[config.mk]
export PLATFORM = sky130hd
export DESIGN_NAME = stopwatch_display_mode_controller_flat
export DESIGN_NICKNAME = d
export VERILOG_FILES = /design/src/design/swdm_pkg.sv /design/src/design/swdm_chan_if.sv /design/src/design/swdm_core.sv /design/src/design/stopwatch_display_mode_controller.sv /design/src/flat_wrapper.sv
export SDC_FILE = /design/constraint.sdc
export NUM_CORES = 1
export LEC_CHECK = 0
export ABC_AREA = 1
export BUFFER_PORTS_ARGS = -buffer_cell sky130_fd_sc_hd__buf_2
export CELL_PAD_IN_SITES_DETAIL_PLACEMENT = 1
export CELL_PAD_IN_SITES_GLOBAL_PLACEMENT = 1
export CORE_MARGIN = 3
export CORE_UTILIZATION = 35
export CTS_CLUSTER_SIZE = 24
export DETAILED_ROUTE_END_ITERATION = 7
export PLACE_DENSITY = 0.73
export SYNTH_ARGS = -nofsm -noshare
export SYNTH_HDL_FRONTEND = slang
export SYNTH_SLANG_ARGS = --single-unit
[constraint.sdc]
create_clock -name clk -period 4.6 [get_ports clk]
set_input_delay 0.92 -clock clk [delete_from_list [all_inputs] [get_ports clk]]
set_output_delay 0.92 -clock clk [all_outputs]
set_load 0.05 [all_outputs]
[src/design/swdm_pkg.sv]
// Package: modes, request codes, register indexes, payload and state types for the display sequencer.
package swdm_pkg;

    typedef enum logic [2:0] {
        MODE_CLOCK    = 3'd0,
        MODE_COUNTIN  = 3'd1,
        MODE_RUNNING  = 3'd2,
        MODE_FLASHING = 3'd3,
        MODE_RESULT   = 3'd4
    } mode_t;

    typedef enum logic [1:0] {
        FUNC_TICK  = 2'd0,
        FUNC_PRESS = 2'd1,
        FUNC_TIME  = 2'd2,
        FUNC_SET   = 2'd3
    } func_t;

    typedef enum logic [2:0] {
        CFG_BLINK_LEN       = 3'd0,
        CFG_HOLD_LEN        = 3'd1,
        CFG_MAX_ELAPSED     = 3'd2,
        CFG_LOCKOUT_MS      = 3'd3,
        CFG_COUNTDOWN_START = 3'd4
    } cfg_idx_t;

    localparam int unsigned CFG_INDEX_W  = 3;
    localparam int unsigned CFG_DATA_W   = 16;
    localparam int unsigned TOGGLE_TICKS = 8;
    localparam int unsigned SECOND_TICKS = 2;

    localparam logic [7:0]  BLINK_LEN_RST       = 8'd16;
    localparam logic [15:0] HOLD_LEN_RST        = 16'd120;
    localparam logic [15:0] MAX_ELAPSED_RST     = 16'd6000;
    localparam logic [15:0] LOCKOUT_MS_RST      = 16'd200;
    localparam logic [3:0]  COUNTDOWN_START_RST = 4'd3;

    typedef struct packed {
        logic [7:0]  blink_len;
        logic [15:0] hold_len;
        logic [15:0] max_elapsed;
        logic [15:0] lockout_ms;
        logic [3:0]  countdown_start;
    } cfg_t;

    typedef struct packed {
        func_t       func;
        logic [31:0] now_ms;
        logic        minute_changed;
        logic        date_changed;
        logic [2:0]  new_mode;
    } cmd_t;

    typedef struct packed {
        mode_t       mode_now;
        logic        showing_time;
        logic [1:0]  top_row_select;
        logic [3:0]  countdown_value;
        logic [15:0] elapsed_seconds;
        logic        flash_visible;
        logic        refresh;
        logic        restart_tick_phase;
        logic        press_accepted;
    } res_t;

    typedef struct packed {
        mode_t       mode;
        logic [15:0] tick;
        logic        time_not_date;
        logic [1:0]  top_row;
        logic [3:0]  countdown;
        logic [15:0] elapsed;
        logic        flash_phase;
        logic [31:0] last_press_ms;
    } state_t;

    localparam state_t STATE_RST = '{
        mode:          MODE_CLOCK,
        tick:          16'd0,
        time_not_date: 1'b1,
        top_row:       2'd0,
        countdown:     COUNTDOWN_START_RST,
        elapsed:       16'd0,
        flash_phase:   1'b1,
        last_press_ms: 32'd0
    };

    // Return to normal: keep only the press time stamp
    function automatic state_t go_normal(state_t s, logic [3:0] cd_start);
        state_t r;
        r               = s;
        r.mode          = MODE_CLOCK;
        r.time_not_date = 1'b1;
        r.tick          = 16'd0;
        r.top_row       = 2'd0;
        r.elapsed       = 16'd0;
        r.countdown     = cd_start;
        r.flash_phase   = 1'b1;
        return r;
    endfunction

    // Rotate time, date, temperature
    function automatic logic [1:0] next_row(logic [1:0] row);
        logic [1:0] r;
        case (row)
            2'd0:    r = 2'd1;
            2'd1:    r = 2'd2;
            default: r = 2'd0;
        endcase
        return r;
    endfunction

endpackage

[src/design/swdm_chan_if.sv]
// Interface: valid/ready channel carrying one request or result payload.
interface swdm_chan_if #(parameter type payload_t = logic);
    logic     valid;
    logic     ready;
    payload_t payload;

    modport source (output valid, output payload, input ready);
    modport sink   (input valid, input payload, output ready);
endinterface

[src/design/swdm_core.sv]
// Module: next-state and result logic for one request of the display sequencer.
module swdm_core
    import swdm_pkg::*;
(
    input  state_t state,
    input  cfg_t   cfg,
    input  cmd_t   item,
    output state_t state_next,
    output res_t   res
);

    state_t      s;
    logic [15:0] t1;
    logic        second;
    logic        toggle;
    logic [16:0] el_inc;
    logic [31:0] gap;
    logic        refresh;
    logic        restart;
    logic        accepted;

    always_comb
    begin
        s        = state;
        refresh  = 1'b0;
        restart  = 1'b0;
        accepted = 1'b0;
        t1       = state.tick + 16'd1;
        second   = (t1 % 16'(SECOND_TICKS)) == 16'd0;
        toggle   = (t1 % 16'(TOGGLE_TICKS)) == 16'd0;
        el_inc   = {1'b0, state.elapsed} + 17'd1;
        gap      = item.now_ms - state.last_press_ms;

        case (item.func)
            FUNC_TICK:
            begin
                s.tick = t1;
                if (state.mode != MODE_CLOCK && toggle)
                begin
                    s.top_row = next_row(state.top_row);
                    refresh   = 1'b1;
                end
                unique case (state.mode)
                    MODE_CLOCK:
                    begin
                        if (toggle)
                        begin
                            s.time_not_date = ~state.time_not_date;
                            refresh         = 1'b1;
                        end
                    end
                    MODE_COUNTIN:
                    begin
                        if (t1 > 16'd1 && second)
                        begin
                            refresh = 1'b1;
                            if (state.countdown <= 4'd1)
                            begin
                                s.countdown = 4'd0;
                                s.mode      = MODE_RUNNING;
                                s.elapsed   = 16'd0;
                                s.top_row   = 2'd0;
                                s.tick      = 16'd0;
                            end
                            else
                            begin
                                s.countdown = state.countdown - 4'd1;
                            end
                        end
                    end
                    MODE_RUNNING:
                    begin
                        if (t1 > 16'd1 && second)
                        begin
                            refresh = 1'b1;
                            if (el_inc >= {1'b0, cfg.max_elapsed} || el_inc[16])
                                s = go_normal(s, cfg.countdown_start);
                            else
                                s.elapsed = el_inc[15:0];
                        end
                    end
                    MODE_FLASHING:
                    begin
                        s.flash_phase = ~state.flash_phase;
                        refresh       = 1'b1;
                        if (t1 >= {8'd0, cfg.blink_len})
                        begin
                            s.mode = MODE_RESULT;
                            s.tick = 16'd0;
                        end
                    end
                    MODE_RESULT:
                    begin
                        if (second)
                            refresh = 1'b1;
                        if (t1 >= cfg.hold_len)
                        begin
                            s       = go_normal(s, cfg.countdown_start);
                            refresh = 1'b1;
                        end
                    end
                    default:
                    begin
                    end
                endcase
            end
            FUNC_PRESS:
            begin
                if (gap >= {16'd0, cfg.lockout_ms})
                begin
                    accepted        = 1'b1;
                    s.last_press_ms = item.now_ms;
                    unique case (state.mode)
                        MODE_CLOCK, MODE_RESULT:
                        begin
                            s.mode      = MODE_COUNTIN;
                            s.countdown = cfg.countdown_start;
                            s.top_row   = 2'd0;
                            s.tick      = 16'd0;
                            refresh     = 1'b1;
                            restart     = 1'b1;
                        end
                        MODE_COUNTIN:
                        begin
                            s       = go_normal(s, cfg.countdown_start);
                            refresh = 1'b1;
                            restart = 1'b1;
                        end
                        MODE_RUNNING:
                        begin
                            s.mode        = MODE_FLASHING;
                            s.flash_phase = 1'b1;
                            s.tick        = 16'd0;
                            refresh       = 1'b1;
                            restart       = 1'b1;
                        end
                        default:
                        begin
                        end
                    endcase
                end
            end
            FUNC_TIME:
            begin
                if (state.mode == MODE_CLOCK)
                    refresh = (item.minute_changed && state.time_not_date) ||
                              (item.date_changed && !state.time_not_date);
                else if (state.mode == MODE_FLASHING || state.mode == MODE_RESULT)
                    refresh = item.minute_changed;
            end
            default:
            begin
                // Direct set; ignore codes past the last mode
                if (item.new_mode <= MODE_RESULT && item.new_mode != state.mode)
                begin
                    s.mode = mode_t'(item.new_mode);
                    s.tick = 16'd0;
                end
            end
        endcase

        state_next             = s;
        res.mode_now           = s.mode;
        res.showing_time       = s.time_not_date;
        res.top_row_select     = s.top_row;
        res.countdown_value    = s.countdown;
        res.elapsed_seconds    = s.elapsed;
        res.flash_visible      = s.flash_phase;
        res.refresh            = refresh;
        res.restart_tick_phase = restart;
        res.press_accepted     = accepted;
    end

endmodule

[src/design/stopwatch_display_mode_controller.sv]
// Top level: stopwatch display mode sequencer with request and result channels.
//
//  Channel   Dir   Handshake        Payload
//  cmd       in    valid / ready    cmd_t: func, now_ms, minute/date flags, new_mode
//  res       out   valid / ready    res_t: mode and display state, refresh, restart, press flag
//  cfg_*     in    cfg_we only      cfg_index (3 bit), cfg_wdata (16 bit)
//
// One request a cycle sustained while the result side keeps taking results. A request
// taken sits in the input register; when it advances, the state update and the result
// register load happen together, and the result is then valid on the result channel.
// Reset clears all state and restores the register defaults; no clearing pass.
// A stalled result holds the result register and then the input register; the
// request side stalls only once both are full.
module stopwatch_display_mode_controller
    import swdm_pkg::*;
(
    input  logic                   clk,
    input  logic                   rst_n,
    swdm_chan_if.sink              cmd,
    swdm_chan_if.source            res,
    input  logic                   cfg_we,
    input  logic [CFG_INDEX_W-1:0] cfg_index,
    input  logic [CFG_DATA_W-1:0]  cfg_wdata
);

    cfg_t   cfg_reg;
    state_t state_reg;
    state_t state_next;
    logic   in_valid_reg;
    cmd_t   in_reg;
    logic   out_valid_reg;
    res_t   out_reg;
    res_t   core_res;
    logic   advance;

    // Move the held request into the result register when that slot frees up
    assign advance     = in_valid_reg && (!out_valid_reg || res.ready);
    assign cmd.ready   = !in_valid_reg || advance;
    assign res.valid   = out_valid_reg;
    assign res.payload = out_reg;

    // Configuration registers; writes must arrive only while the block is idle, which the block itself does not enforce
    always_ff @(posedge clk or negedge rst_n)
    begin
        if (!rst_n)
        begin
            cfg_reg.blink_len       <= BLINK_LEN_RST;
            cfg_reg.hold_len        <= HOLD_LEN_RST;
            cfg_reg.max_elapsed     <= MAX_ELAPSED_RST;
            cfg_reg.lockout_ms      <= LOCKOUT_MS_RST;
            cfg_reg.countdown_start <= COUNTDOWN_START_RST;
        end
        else if (cfg_we)
        begin
            unique case (cfg_index)
                CFG_BLINK_LEN:       cfg_reg.blink_len       <= cfg_wdata[7:0];
                CFG_HOLD_LEN:        cfg_reg.hold_len        <= cfg_wdata;
                CFG_MAX_ELAPSED:     cfg_reg.max_elapsed     <= cfg_wdata;
                CFG_LOCKOUT_MS:      cfg_reg.lockout_ms      <= cfg_wdata;
                CFG_COUNTDOWN_START: cfg_reg.countdown_start <= cfg_wdata[3:0];
                default:
                begin
                end
            endcase
        end
    end

    // Input register: hold the request until it advances
    always_ff @(posedge clk or negedge rst_n)
    begin
        if (!rst_n)
            in_valid_reg <= 1'b0;
        else if (cmd.valid && cmd.ready)
            in_valid_reg <= 1'b1;
        else if (advance)
            in_valid_reg <= 1'b0;
    end

    always_ff @(posedge clk)
    begin
        if (cmd.valid && cmd.ready)
            in_reg <= cmd.payload;
    end

    swdm_core u_core (
        .state      (state_reg),
        .cfg        (cfg_reg),
        .item       (in_reg),
        .state_next (state_next),
        .res        (core_res)
    );

    // State and result register update together, once per request
    always_ff @(posedge clk or negedge rst_n)
    begin
        if (!rst_n)
        begin
            state_reg     <= STATE_RST;
            out_valid_reg <= 1'b0;
        end
        else if (advance)
        begin
            state_reg     <= state_next;
            out_valid_reg <= 1'b1;
        end
        else if (res.ready)
        begin
            out_valid_reg <= 1'b0;
        end
    end

    always_ff @(posedge clk)
    begin
        if (advance)
            out_reg <= core_res;
    end

    // The result register always reflects the mode just committed
    a_mode_matches: assert property (@(posedge clk) disable iff (!rst_n)
        advance |=> out_reg.mode_now == state_reg.mode)
        else $error("result mode differs from committed state");

    // A waiting request must not be lost or altered while the result side stalls
    a_in_hold: assert property (@(posedge clk) disable iff (!rst_n)
        in_valid_reg && !advance |=> in_valid_reg && $stable(in_reg))
        else $error("held request dropped or changed");

    // Back-pressure on requests only when a request and a result are both held
    a_ready_only_when_full: assert property (@(posedge clk) disable iff (!rst_n)
        !cmd.ready |-> in_valid_reg && out_valid_reg)
        else $error("request side stalled with free space");

    // An accepted press records its time stamp
    a_press_stamp: assert property (@(posedge clk) disable iff (!rst_n)
        advance && core_res.press_accepted |=>
            state_reg.last_press_ms == $past(in_reg.now_ms))
        else $error("accepted press time not recorded");

endmodule

[src/flat_wrapper.sv]
// flat-port wrapper written by rule: the top's interface ports become plain ports
module stopwatch_display_mode_controller_flat import swdm_pkg::*;
  (clk, rst_n, cfg_we, cfg_index, cfg_wdata, cmd_valid, cmd_payload, cmd_ready, res_valid, res_payload, res_ready);
  swdm_chan_if #(.payload_t(cmd_t)) cmd_i ();
  swdm_chan_if #(.payload_t(res_t)) res_i ();
  input  logic clk;
  input  logic rst_n;
  input  logic cfg_we;
  input  logic [CFG_INDEX_W-1:0] cfg_index;
  input  logic [CFG_DATA_W-1:0] cfg_wdata;
  input wire logic [$bits(cmd_i.valid)-1:0] cmd_valid;
  input wire logic [$bits(cmd_i.payload)-1:0] cmd_payload;
  output wire logic [$bits(cmd_i.ready)-1:0] cmd_ready;
  output wire logic [$bits(res_i.valid)-1:0] res_valid;
  output wire logic [$bits(res_i.payload)-1:0] res_payload;
  input wire logic [$bits(res_i.ready)-1:0] res_ready;
  assign cmd_i.valid = cmd_valid;
  assign cmd_i.payload = cmd_payload;
  assign cmd_ready = cmd_i.ready;
  assign res_valid = res_i.valid;
  assign res_payload = res_i.payload;
  assign res_i.ready = res_ready;
  stopwatch_display_mode_controller u_core (.clk(clk), .rst_n(rst_n), .cmd(cmd_i), .res(res_i), .cfg_we(cfg_we), .cfg_index(cfg_index), .cfg_wdata(cfg_wdata));
endmodule
* Word-level counts from Yosys, hierarchy flattened
Index checks and enable logic that the tools add are counted.
Storage, ports and cells: flip-flop bits (word level) 206, output and inout port bits 32, logic and storage cells 139
Cells by class: add/subtract/negate cells 4, magnitude comparators 7, eq/ne operators 14, mux-type cells 45, bitwise operators 4, reduce and logical (&&, ||, !) cells 36
Operator list (count):
- 2-to-1 mux 75 bit | 3
- case mux 19 bit (3 select lines) | 2
- case mux 56 bit (2 select lines) | 1
- 2-to-1 mux 19 bit | 4
- case mux 19 bit (4 select lines) | 1
- case mux 22 bit (3 select lines) | 1
- case mux 32 bit (2 select lines) | 1
- 2-to-1 mux 16 bit | 3
- 2-to-1 mux 33 bit | 1
- >= comparator 32 x 16 -> 1 bit | 1
- zero test 16 bit | 2
- subtractor 32 bit | 1
- 2-to-1 mux 26 bit | 1
- 2-to-1 mux 22 bit | 1
- adder 16 x 1 -> 17 bit (second input constant) | 1
- >= comparator 17 x 16 -> 1 bit | 1
- 2-to-1 mux 1 bit | 17
- adder 16 x 1 -> 16 bit (second input constant) | 1
- >= comparator 16 bit | 1
- >= comparator 16 x 8 -> 1 bit | 1
- > comparator 16 x 1 -> 1 bit (second input constant) | 1
- == test 3 x 2 -> 1 bit (second input constant) | 4
- AND reduction 2 bit | 5
- case mux 1 bit (3 select lines) | 3
- other kinds (28) | 52

* Logic depth before layout (Yosys ltp)
depth after elaboration 8, depth in mapped cells 27, depth with buffers taken out 27

* Hierarchy
From an unflattened synthesis, not the netlist that was laid out.
Unflattened totals: cell total of the unflattened synthesis 2322, area, all modules 15767.6 sq um
By module, submodules not included:
- swdm_core | instances 1, cells each 1647, area each 8180.3 sq um, seq. area each 0.0 sq um
- stopwatch_display_mode_controller | instances 1, cells each 675, area each 7587.3 sq um, seq. area each 5526.6 sq um

* Worst setup path before layout
No wires, ideal clock.
path type register to register, start point register u_core.state_reg[0] in the netlist's numbering, end point register u_core.out_reg (netlist bit u_core.res.payload[26]) (data pin), data arrival time 3.064 ns, setup slack 1.281 ns, cell stages (with the launch flop) 22, path buffers 1, clock period less this slack 3.319 ns, cell sequence dfrtp_1 -> ha_1 -> fa_1 -> inv_1 -> nand2_1 -> nand3_1 -> nand2_1 -> nand2_1 -> xor2_1 -> ha_1 -> nand2_1 -> a21oi_1 -> a211oi_1 -> nand3_1 -> nor2_1 -> nand3_1 -> nor2_1 -> a21oi_1 -> nand2_2 -> buf_6 -> nand3_1 -> and2_1
RTL lines:
- from (decl) | line stopwatch_display_mode_controller.sv:27 | state_t state_reg;
- from (signal assigned) | line stopwatch_display_mode_controller.sv:103 | state_reg <= state_next;
- to (signal assigned) | line stopwatch_display_mode_controller.sv:115 | out_reg <= core_res;
- to (decl) | line stopwatch_display_mode_controller.sv:32 | res_t out_reg;

* Final worst setup path
start point register u_core.in_reg[10] in the netlist's numbering, end point register u_core.state_reg[21] in the netlist's numbering
Between the ends: cells in the longest elaborated chain, start to end 3
RTL lines:
- from (decl) | line stopwatch_display_mode_controller.sv:30 | cmd_t in_reg;
- from (signal assigned) | line stopwatch_display_mode_controller.sv:82 | in_reg <= cmd.payload;
- subtractor 32 bit | line swdm_core.sv:32 | gap = item.now_ms - state.last_press_ms;
- >= comparator 32 x 16 -> 1 bit | line swdm_core.sv:109 | if (gap >= {16'd0, cfg.lockout_ms})
- AND reduction 4 bit (no source line)
Every way passes these cells. A chain may end at the register's enable or synchronous reset.

==> out/metrics.csv <==
stage,metric,value,unit
global_routing,Total GRT Usage,0.203,
global_routing,initial antenna violation count,0,
floorplanning,number of I/O pins,95,
final_layout,Fillers,4965,
sta,unrepaired setup endpoints after global routing,no,
run_status,status,completed,
setup_path,startpoint types,register,
global_routing,vias in the first global route,13100,
placement,IO Port Bufs,94,
global_routing,pin count of the biggest net entering global routing,86,
sta,Final Worst Setup Slack,0.634,ns
drt,Vias/cell,4.95,
final_layout,"commonest non-fill, non-tap cell in the layout",nand2_1,
synthesis,"Avg Cell Area, Syn",7.17,µm²
drt,DR iter-0 viols,503,
drt,Detail Route Antenna Nets,0,
clock_tree,Hold Buf Count CTS,0,
sta,Sum Neg Setup Slack,0,ns
final_layout,design area,15700,µm²
synthesis,"EDFF count, synth",69,
floorplanning,Core ar.,38700,µm²
global_routing,GR Overflow Total,0,
floorplanning,Die Y,204,µm
synthesis,largest family of logic cells by synthesized area,simple AND/OR/NAND/NOR gates,
synthesis,cell taking the most area after synthesis,dfrtp_1,
global_routing,first-pass GRT wire length,68.2,mm
setup_path,Crit path arrival time,4.45,ns
clock_tree,CTS tree,built,
setup_path,Critical Path End Type,register,
final_layout,final net count,2173,
sta,final setup vio count,0,
setup_path,Worst EP required,5.08,ns
sta,Layout Skew,0.0211,ns
worst_hold_path,min-delay worst type,input pin to asynchronous set/reset pin,
floorplanning,Die Area,41800,µm²
placement,hpwl dp,32.5,mm
clock_tree,CTS sink cnt,206,
synthesis,Yosys reg bits,206,
setup_path,flop2flop setup slack,0.63,ns
setup_path,Most Frequent Cell on Critical Path,nor2_1,
synthesis,xor/xnor share of the synthesized area,0.0210,
setup_path,Worst path top cell family by delay,simple AND/OR/NAND/NOR gates,
final_layout,layout cells sized above 1,0.0997,
drt,DRT Pass-1 Iters,5,
setup_path,crit-path max cell delay,0.39,ns
pwr,Static Leak,0.00835,µW
synthesis,post-synth cell types,42,
synthesis,Synth Net Count,2081,
pwr,VDD IR max,0.305,mV
setup_path,WS Path Type,register to register,
sta,fin. max-slew vios,0,
sta,Slew @ Worst Pin,1.11,ns
final_layout,most frequent cells in the layout,"nand2_1 (625), inv_1 (328), nor2_1 (137)",
job,Max Cap Violations,0,
clock_tree,H-tree depth,1,
sta,Tmin final,3.97,ns
final_layout,synth-to-layout area growth,13.8,%
drt,DR WL/cell,16.4,µm
pwr,pwr dens,552,nW/µm²
placement,last weighted congestion value of the routability-driven placer,0.883,
final_layout,Largest register FFs,75,
clock_tree,Post-CTS Resized,0,
sta,Final Hold Fails,0,
clock_tree,worst skew pair latency,0.57,ns
drt,# DRC,0,
floorplanning,row count,72,
setup_path,crit-path max FO,48,
sta,top achievable clock speed,252,MHz
final_layout,ANT cells,0,
synthesis,post-synthesis mux area share,0,
synthesis,complex-gate fraction of the synthesized area,0.0951,
setup_path,"Slowest-stage cell, CP",edfxtp_1,
floorplanning,die width,204,µm
clock_tree,Clock Tree Root,clkbuf_16,
synthesis,"top cells by area, synth","dfrtp_1 (21%), nand2_1 (17%), edfxtp_1 (15%)",
clock_tree,clock buffer count from CTS,27,
floorplanning,starting density of the core,0.356,
setup_path,cells along the critical path,"ha_1, nand2_1, nor2_1, nand3_1, nand3_1, xor2_1, ha_1, a21oi_1, nor2_1, a211oi_1, a21oi_1, nor2_1, nand3_1, nor2_1, a21oi_2, nand2_2, buf_12, nor2_1, a21oi_1",
sta,Final period util,0.862,
synthesis,top-area cell type share of the netlist area,0.211,
synthesis,cells after synthesis,1923,
clock_tree,"Reg clk slew, reported paths",0.06,ns
synthesis,adder-cell share of the synthesized area,0.0868,
drt,via count,12600,
placement,pre-CTS WS,0.560,ns
setup_path,worst path bufs/invs,1,
drt,WL final,41.9,mm
clock_tree,Post-CTS Setup Bufs,0,
synthesis,Syn Std Cell Area,13800,µm²
synthesis,top_reg_cell synth,dfrtp_1,
clock_tree,clock tree buffer depth,3,
synthesis,post-synthesis simple-gate area fraction,0.288,
synthesis,Async SR Flop Fraction,0.665,
final_layout,final design utilization,0.405,
synthesis,Yosys Warn Count,0,
sta,max_slew headroom,0.254,
synthesis,register area share after synthesis,0.401,
placement,Placement Cell Area,14800,µm²
where the power goes:
group          switching [µW]  total (µW)  internal, µW
clock network             861        2120          1260
registers                 260        2590          2330
logic                    2730        3950          1230
cells in the mapped netlist (4+ instances only):
library cell,count
a21oi_1,88
and2_1,5
buf_2,15
buf_6,4
clkbuf_1,21
clkinv_1,4
dfrtp_1,116
dfstp_2,21
edfxtp_1,69
ha_1,94
inv_1,329
inv_2,6
nand2_1,625
nand2_2,8
nand3_1,112
nand3b_1,11
nand4_1,30
nor2_1,138
nor3_1,17
o211ai_1,7
o21ai_0,114
o21ai_1,22
o21bai_1,5
xnor2_1,4
xor2_1,29
metal layers:
metal	GRT usage	share of wire	vias up
li1	-	-	6273
met1	0.247	0.43	6099
met2	0.380	0.51	200
met3	0.0226	0.030	61
met4	0.0526	0.026	0
met5	0	0	-
kinds of logic after synthesis:
group,count (synthesis)
XOR/XNOR,33
AND/OR/NAND/NOR,959
flip-flops,206
adder cells (fa/ha/maj),95
AO/OA/AOI/OAI,248
buffers and inverters,382
area by class of cell:
| cell class | instances | area (µm²) | area share |
|---|---|---|---|
| timing repair buffer | 106 | 579 | 0.0369 |
| multi-input combinational | 1335 | 6770 | 0.432 |
| sequential | 206 | 5530 | 0.352 |
| clock inverter | 14 | 140 | 0.00893 |
| clock buffer | 36 | 749 | 0.0478 |
| tap | 518 | 648 | 0.0413 |
| inverter | 339 | 1270 | 0.0811 |
worst reg2reg max path: stages (launching register included):
cell      delay (ns)
edfxtp_1        0.39
ha_1            0.39
nand2_1         0.12
nor2_1          0.24
nand3_1         0.12
nand3_1         0.21
xor2_1          0.20
ha_1            0.27
a21oi_1         0.19
nor2_1          0.06
a211oi_1        0.18
a21oi_1         0.11
nor2_1          0.12
nand3_1         0.09
nor2_1          0.25
a21oi_2         0.14
nand2_2         0.32
buf_12          0.27
nor2_1          0.10
a21oi_1         0.13
path summary, 6_finish.rpt:
path | from | endpoint | cells past startpoint
max in group asynchronous | rst_n | u_core.cfg_reg[30] | 2
setup / recovery | u_core.in_reg[10] | u_core.state_reg[21] | 19
hold / removal | rst_n | u_core.cfg_reg[27] | 1
min in group clk | u_core.state_reg[32] | u_core.state_reg[32] | 2
setup reg to reg | u_core.in_reg[10] | u_core.state_reg[21] | 19
hold reg to reg | u_core.state_reg[32] | u_core.state_reg[32] | 2
metrics by stage:
step / hold WS [ns] / total power, µW / cells
2_1_floorplan: 0.448 / 5430 / 1923
3_3_place_gp: 0.457 / 6420 / 2504
3_5_place_dp: 0.461 / 6590 / 2504
4_1_cts: 0.471 / 8770 / 2554
5_1_grt: 0.489 / 9410 / 2554
6_report: 0.437 / 8660 / 2554
No activity file was read; power rests on OpenSTA's default activity.
